### src/plqhc_pkg.sv
// Shared types and constants for the per-layer quota handle cache.
// No dependencies.
`timescale 1ns / 1ps
package plqhc_pkg;

   localparam int STAMP_W  = 64;
   localparam int HANDLE_W = 32;
   localparam int LAYER_W  = 3;
   localparam int LIMIT_W  = 4;
   localparam int LFSR_W   = 16;
   localparam int COUNT_W  = 4;
   localparam int MAX_RESULTS = 64;
   localparam int EMIT_W   = $clog2(MAX_RESULTS + 1);

   localparam logic [LFSR_W-1:0]  LFSR_SEED   = 16'hACE1;
   localparam logic [LIMIT_W-1:0] LIMIT_RESET = 4'd4;

   localparam logic [1:0] KIND_LOOKUP = 2'd0;
   localparam logic [1:0] KIND_ERASE  = 2'd1;
   localparam logic [1:0] KIND_CLEAR  = 2'd2;

   localparam logic RES_ANSWER = 1'b0;
   localparam logic RES_CLOSE  = 1'b1;

   typedef struct packed {
      logic [STAMP_W-1:0]  stamp;
      logic [LAYER_W-1:0]  layer;
      logic [HANDLE_W-1:0] handle;
   } entry_type;

   typedef enum logic [2:0] {
      ST_IDLE,
      ST_SEARCH,
      ST_MISS,
      ST_DIV,
      ST_RANK,
      ST_EVICT,
      ST_DROP
   } state_type;

endpackage

### src/plqhc_rem.sv
// Bit-serial remainder unit: LFSR value modulo a layer's entry count.
// Depends on plqhc_pkg.
`timescale 1ns / 1ps
module plqhc_rem (
   input  logic                           clock,
   input  logic                           reset,
   input  logic                           start,
   input  logic [plqhc_pkg::LFSR_W-1:0]   dividend,
   input  logic [plqhc_pkg::COUNT_W-1:0]  divisor,
   output logic                           done,
   output logic [plqhc_pkg::COUNT_W-1:0]  rem
);
   import plqhc_pkg::*;

   localparam int STEP_W = $clog2(LFSR_W);

   logic                run_ff, run_in;
   logic                done_ff, done_in;
   logic [STEP_W-1:0]   step_ff, step_in;
   logic [LFSR_W-1:0]   sh_ff, sh_in;
   logic [COUNT_W-1:0]  div_ff, div_in;
   logic [COUNT_W-1:0]  r_ff, r_in;
   logic [COUNT_W:0]    trial;

   always_comb begin
      run_in  = run_ff;
      done_in = 1'b0;
      step_in = step_ff;
      sh_in   = sh_ff;
      div_in  = div_ff;
      r_in    = r_ff;
      trial   = {r_ff, sh_ff[LFSR_W-1]};
      if (start) begin
         run_in  = 1'b1;
         step_in = '0;
         sh_in   = dividend;
         div_in  = divisor;
         r_in    = '0;
      end else if (run_ff) begin
         // restoring step: remainder stays below the divisor
         if (trial >= {1'b0, div_ff}) begin
            r_in = COUNT_W'(trial - {1'b0, div_ff});
         end else begin
            r_in = COUNT_W'(trial);
         end
         sh_in   = {sh_ff[LFSR_W-2:0], 1'b0};
         step_in = step_ff + 1'b1;
         if (step_ff == STEP_W'(LFSR_W - 1)) begin
            run_in  = 1'b0;
            done_in = 1'b1;
         end
      end
   end

   always_ff @(posedge clock) begin
      if (reset) begin
         run_ff  <= 1'b0;
         done_ff <= 1'b0;
      end else begin
         run_ff  <= run_in;
         done_ff <= done_in;
      end
      step_ff <= step_in;
      sh_ff   <= sh_in;
      div_ff  <= div_in;
      r_ff    <= r_in;
   end

   assign done = done_ff;
   assign rem  = r_ff;

endmodule

### config.mk
export PLATFORM = sky130hd
export DESIGN_NAME = plqhc_rem
export DESIGN_NICKNAME = d
export VERILOG_FILES = /design/src/plqhc_pkg.sv /design/src/plqhc_rem.sv
export SDC_FILE = /design/constraint.sdc
export NUM_CORES = 1
export LEC_CHECK = 0
export BUFFER_PORTS_ARGS = -buffer_cell sky130_fd_sc_hd__buf_4
export CORE_MARGIN = 5
export CORE_UTILIZATION = 25
export DETAILED_ROUTE_END_ITERATION = 8
export PLACE_DENSITY_LB_ADDON = 0.05
export SLEW_MARGIN = 20
export SYNTH_ARGS = -nofsm -noshare
export SYNTH_HDL_FRONTEND = slang
export SYNTH_SLANG_ARGS = --single-unit
### constraint.sdc
create_clock -name clock -period 3.1 [get_ports clock]
set_input_delay 0.31 -clock clock [delete_from_list [all_inputs] [get_ports clock]]
set_output_delay 0.31 -clock clock [all_outputs]
set_load 0.02 [all_outputs]
==> results of run 1 <==
==> synthesized netlist by cell type (2+ instances only) <==
master	instances
a21oi_1	2
a311oi_1	2
and2_1	2
buf_2	2
clkbuf_1	2
dfxtp_1	10
edfxtp_1	20
ha_1	5
inv_1	9
mux2_2	16
nand2_1	6
nand3_1	3
nor2_1	12
nor3_1	2
nor4_1	2
o211ai_1	2
o21ai_0	3
xor2_1	2
==> sequential cells by signal, summed over array words and instances (netlist names) <==
signal and count:
div_ff 4, done 1, rem 4, run_ff 1, sh_ff 16, step_ff 4
==> power by group <==
group          switching [mW]  leakage, nW  internal, mW
combinational          0.0833        0.384        0.0844
clock                   0.151       0.0524         0.240
sequential             0.0203        0.283         0.468
==> kinds of logic (layout without fill, tap and decap cells) <==
logic type               count (synthesis)  in the layout  share of synthesized area
flip-flops                              30             30                     0.5644
adder cells (fa/ha/maj)                  6              6                    0.05820
buffers and inverters                   13             44                    0.03616
AND/OR/NAND/NOR                         32             32                     0.1076
XOR/XNOR                                 3              3                    0.01852
AO/OA/AOI/OAI                           15             15                    0.08113
multiplexers                            17             17                     0.1340
==> cell type report <==
cell class,instances,share of cell area
Sequential cell,30,0.4448
Multi-Input combinational cell,73,0.3148
Timing Repair Buffer,27,0.1126
Tap cell,72,0.05003
Clock buffer,7,0.04239
Inverter,9,0.01876
Clock inverter,1,0.01668
==> worst min-delay path by stage <==
stage               start   endpoint  cells after the start
2_1_floorplan       reset     run_ff                      1
3_3_place_gp   step_ff[3]       done                      2
3_5_place_dp   step_ff[3]       done                      2
4_1_cts             reset     run_ff                      2
5_1_grt        divisor[1]  div_ff[1]                      1
6_report            reset     run_ff                      2
==> through the flow <==
step | power (mW) | instances | setup slack, ps
floorplan | 0.6091 | 116 | 1447
global placement | 0.6684 | 211 | 1343
detailed placement | 0.6677 | 211 | 1328
CTS | 1.069 | 219 | 1314
global route | 1.108 | 219 | 1133
finish | 1.048 | 219 | 1307
==> per-layer routing <==
| layer | vias to the layer above | track usage | routed length (um) |
|---|---|---|---|
| met5 | - | 0 | 0 |
| li1 | 483 | - | - |
| met1 | 459 | 0.1006 | 1211 |
| met4 | 0 | 0.03885 | 55 |
| met2 | 26 | 0.1349 | 1388 |
| met3 | 6 | 0.03689 | 157 |
==> worst max-delay path, stage by stage, from the launching register on <==
cell and delay [ps]:
dfxtp_1 350, ha_1 390, nand2_1 70, o21ai_0 220
mux2_2 360, o41ai_1 300
==> results.md, run 1 <==
- Sequential area share after synthesis: 0.5644
- EDFF count, synth: 20
- Clock buffer depth: 2
- Row count: 27
- PortBufs: 27
- Drt via density: roughly 4.4
- Area growth, synth to finish: 26.90%
- Final #Nets: roughly 180
- Critical path type: reg -> reg
- Routed wire per std cell: between 10 and 15 um
- Worst-Skew Late Latency: 280 ps
- Reg2Reg Capture Point: rem[3]
- Worst-margin pin slew: 675.3 ps
- Final ANT Viol Nets: 0
- Layout filler cell count: between 500 and 600
- CP endpoint: rem[3]
- Area taken by flip-flops and latches: roughly 800 um2
- Pin count of the biggest net entering global routing: 32
- Cells after synthesis: 116
- Count of final setup violators: 0
- Synthesized flop and latch total: 30
- Initial antenna violation count: 0
- IO Pins: 28
- Resize count post-CTS: 0
- Core area: ~5500 um2
- Fmax: 557.6 MHz
- Sink Count: 30
- DR iter-0 viols: 45
- Commonest non-fill, non-tap cell in the layout: buf_4
- R2r setup slk: around 1300 ps
- Final hold slack: between 150 and 200 ps
- Post-CTS Setup Inserts: 0
- Die height: approximately 85 um
- Clock skew: around 5.6 ps
- Synthesized area per cell: 12.23 um2
- First-pass GRT wire length: just under 5000 um
- Total CTS buffers: 5
- Commonest cells after routing, fill and taps aside: 27 x buf_4, 20 x edfxtp_1, 16 x mux2_2, 12 x nor2_1, 10 x dfxtp_1
- Synth area leaders: edfxtp_1 42%, dfxtp_1 14%, mux2_2 13%
- Detailed-router iteration count before antenna repair: 4
- Max-slew headroom: 0.5487
- R2R Path Start: rem[1]
- Leakage: around 0.72 nW
- Dpl cell area: between 1500 and 2000 um2
- DPL Wire Length: roughly 2000 um
- P per Cell Area: slightly below 600 nW/um2
- Critical Path Start: rem[1]
- VDD IR max: ~0.00027 V
- Synth unique cells: 32
- Syn Nets: 145
- Final Hold Violating Endpoints: 0
- Hold Buf Count CTS: 0
- Vias in the first global route: 1066
- Final Max Slew Viols: 0
- WP data required: 3280 ps
- Routed via count: about 1000
- Tot GR Track Use: 0.08565
- H-tree levels: 2
- Die ar.: roughly 7300 um2
- RSZ-0062 raised after global routing: no
- Minimum clock period: 1793 ps
- Width of the die: ~85 um
- CP startpoint kind: register
- Max-Cap Viols: 0
- Hold/Removal Path Class: in -> reg
- Crit. End Element: register
- Yosys warnings: 0
- Final core occ: 0.3270
- Run status: finished clean
- Global placer's final weighted congestion: around 0.75
- Clock-pin slew on the worst setup and hold paths: 70 ps
- Dominant cell type by area after synthesis: edfxtp_1
- Starting density of the core: 0.2577
- Commonest register cell after synthesis: edfxtp_1
- ANT cells: 0
- Post-route cell area: 1800 um2
- Reg2Reg Depth: 5
- Cell area after synthesis: 1419 um2
- Multi-input gate area: 566.8 um2
- Share of layout cells above drive strength 1: 0.3469
- DR DRC count: 0
- TNS Setup: 0 ps
- Critical Path Fanout Max: 6
- Tcrit/Tclk final: 0.5785
- Routed wire length: approximately 2800 um
- Root Buffer: clkbuf_8
- Asr flop ratio synth: 0
- TritonCTS clock tree: yes
- Top cell type's share of synthesized area: 0.4233
- Critical Path AT: about 2000 ps
- Grt ovf: 0
Power figures use the tool's default switching activity.
==> run 2: changes to the inputs <==
Clock period 3.1 ns to 1.55 ns, I/O delays scaled along.
==> run 2 against run 1 <==
  * The flow now finishes with violations (negative setup slack)
  * Setup slack lost 1500 ps
  * Count of clock-buffer cells in the layout shrank 1
  * Combinational power grew to 2.9 times the previous value
  * Largest cell class unchanged
  * Utilization grew 3.5 points
  * Final cell count grew 6.8%
  * Sequential power grew 99%
  * Design area grew 11%
==> results.md, run 2 (synthesized netlist as in run 1, its figures left out) <==
- Minimum clock period: 1713 ps (-80.66 ps)
- Commonest non-fill, non-tap cell in the layout: buf_4
- TNS Setup: -463.2 ps (-463.2 ps)
- RSZ-0062 raised after global routing: yes
- Initial antenna violation count: 0 (unchanged)
- Die ar.: 7282 um2 (unchanged)
- Crit-path slowest cell: edfxtp_1
- First-pass GRT wire length: 5030 um (+4.1%)
- Max stage delay on crit path: 430 ps (+40 ps)
- Tot GR Track Use: 0.08974 (+0.004093)
- Final Hold Violating Endpoints: 0 (unchanged)
- Post-route setup slack: -162.7 ps (-1469 ps)
- Clock skew: 2.602 ps (-2.970 ps)
- Global placer's final weighted congestion: 0.8363 (+11%)
- Tcrit/Tclk final: 1.105 (+0.5265)
- Row count: 27 (unchanged)
- Violated checks: negative setup slack
- Final core occ: 0.3622 (+0.03522)
- Drt via density: 4.338 (-2.5%)
- VDD IR max: 0.0004203 V (+57%)
- WP data required: 1740 ps (-1540 ps)
- DPL Wire Length: 2120 um (+6.8%)
- Leakage: 0.8048 nW (+12%)
- Clock-pin slew on the worst setup and hold paths: 70 ps (about the same)
- Hold Buf Count CTS: 0 (unchanged)
- ANT cells: 0 (unchanged)
- Final Max Slew Viols: 0 (unchanged)
- H-tree levels: 2 (unchanged)
- Grt ovf: 0 (unchanged)
- Fmax: 583.9 MHz (+4.7%)
- Count of final setup violators: 3 (+3)
- Routed wire length: 3056 um (+8.7%)
- Core area: 5507 um2 (unchanged)
- Commonest cells after routing, fill and taps aside: 41 x buf_4, 20 x edfxtp_1, 15 x mux2_2, 12 x nor2_1, 8 x dfxtp_1
- Largest register FFs: 16 (unchanged)
- Worst-Skew Late Latency: 270 ps (about the same)
- Detailed-router iteration count before antenna repair: 5 (+1)
- Routed wire per std cell: 13.06 um (+1.7%)
- Routed via count: 1015 (+4.2%)
- Worst-margin pin slew: 382.3 ps (-293.0 ps)
- Max-Cap Viols: 0 (unchanged)
- TritonCTS clock tree: yes
- P per Cell Area: 1062 nW/um2 (+83%)
- Layout filler cell count: 563 (+0.18%)
- Critical Path Fanout Max: 3 (-3)
- Final #Nets: 190 (+8.6%)
- Pin count of the biggest net entering global routing: 32 (unchanged)
- DR iter-0 viols: 49 (+8.9%)
- Total CTS buffers: 5 (unchanged)
- CP cell instances: inv_2, ha_4, or3b_4, a21oi_4, o211ai_1, a311oi_1
- DR DRC count: 0 (unchanged)
- Share of layout cells above drive strength 1: 0.5123 (+0.1654)
- Clock buffer depth: 2 (unchanged)
- Critical Path AT: 1900 ps (-70 ps)
- Hold/Removal Path Class: in -> reg
- PortBufs: 27 (unchanged)
- Crit. End Element: register
- Final ANT Viol Nets: 0 (unchanged)
- Critical path type: reg -> reg
- Reg with most FFs: sh_ff
- IO Pins: 28 (unchanged)
- R2r setup slk: -160 ps (-1470 ps)
- Run status: complete, but fails checks
- Width of the die: 85.34 um (unchanged)
- WHS Path Cells: 2 (unchanged)
- Vias in the first global route: 1093 (+2.5%)
- Area taken by flip-flops and latches: 803.3 um2 (+0.31%)
- Max-slew headroom: 0.7451 (+0.1964)
- Starting density of the core: 0.2577 (unchanged)
- CP startpoint kind: register
- Reg2Reg Depth: 6 (+1)
- Root Buffer: clkbuf_8
- Die height: 85.34 um (unchanged)
- Multi-input gate area: 644.4 um2 (+14%)
- Area growth, synth to finish: 40.56%
- Sink Count: 30 (unchanged)
[run 2: cell count changes in the layout (fill, tap and decap cells not counted), sizes merged]
cell / before / now
clkinvlp: 0 / 1
buf: 27 / 42
bufinv: 1 / 0
clkbuf: 7 / 6
clkinv: 0 / 1
[run 2: final cells by class]
type / instances / area share
clock buffers: 6 / 0.04141
repair buffers: 42 / 0.1644
multi-input cells: 73 / 0.3231
clock inverters: 2 / 0.006274
inverters: 9 / 0.01694
flip-flops and latches: 30 / 0.4028
well taps: 72 / 0.04517
[run 2: report_power, final]
| group | leakage [nW] | switching, mW | internal, mW |
|---|---|---|---|
| logic | 0.474 | 0.215 | 0.265 |
| clock network | 0.0472 | 0.308 | 0.357 |
| registers | 0.283 | 0.0349 | 0.938 |
| total | 0.805 | 0.559 | 1.56 |
[run 2: layer usage]
layer | share of wire | wire length [um] | global-route usage
met1 | 0.43 | 1322 | 0.1020
met2 | 0.49 | 1490 | 0.1455
met3 | 0.057 | 174 | 0.03786
met4 | 0.023 | 69 | 0.04173
met5 | 0 | 0 | 0
[run 2: worst paths after layout]
check,start,endpoint
worst max-delay path,sh_ff[15],rem[1]
worst min-delay path,reset,run_ff
worst max register to register,sh_ff[15],rem[1]
worst min register to register,step_ff[3],done
[run 2: stage by stage]
step	cells	power (mW)	hold slack [ps]	setup WS, ps	area (um2)
2_1_floorplan	116	1.237	227.4	-41.83	1451
3_3_place_gp	223	1.419	324.6	-178.0	1829
3_5_place_dp	223	1.416	327.8	-167.4	1829
4_1_cts	233	2.143	21.11	-144.8	1977
5_1_grt	234	2.246	26.84	-275.5	1994
6_report	234	2.118	36.68	-162.7	1994
[run 2: repair_timing]
action,4_1_cts,5_1_grt
pin swaps,2,4
endpoints found under the setup margin,4,4
buffers inserted,2,1
gates resized for setup,10,2
[run 2: critical path, delay by kind of cell, from the launching register on]
kind                       cells  cell delay, ps
DFF                            1             430
buffers and inverters          1              90
adders and majority gates      1             200
and+or+nand+nor                1             400
AOI/OAI and AO/OA              3             510
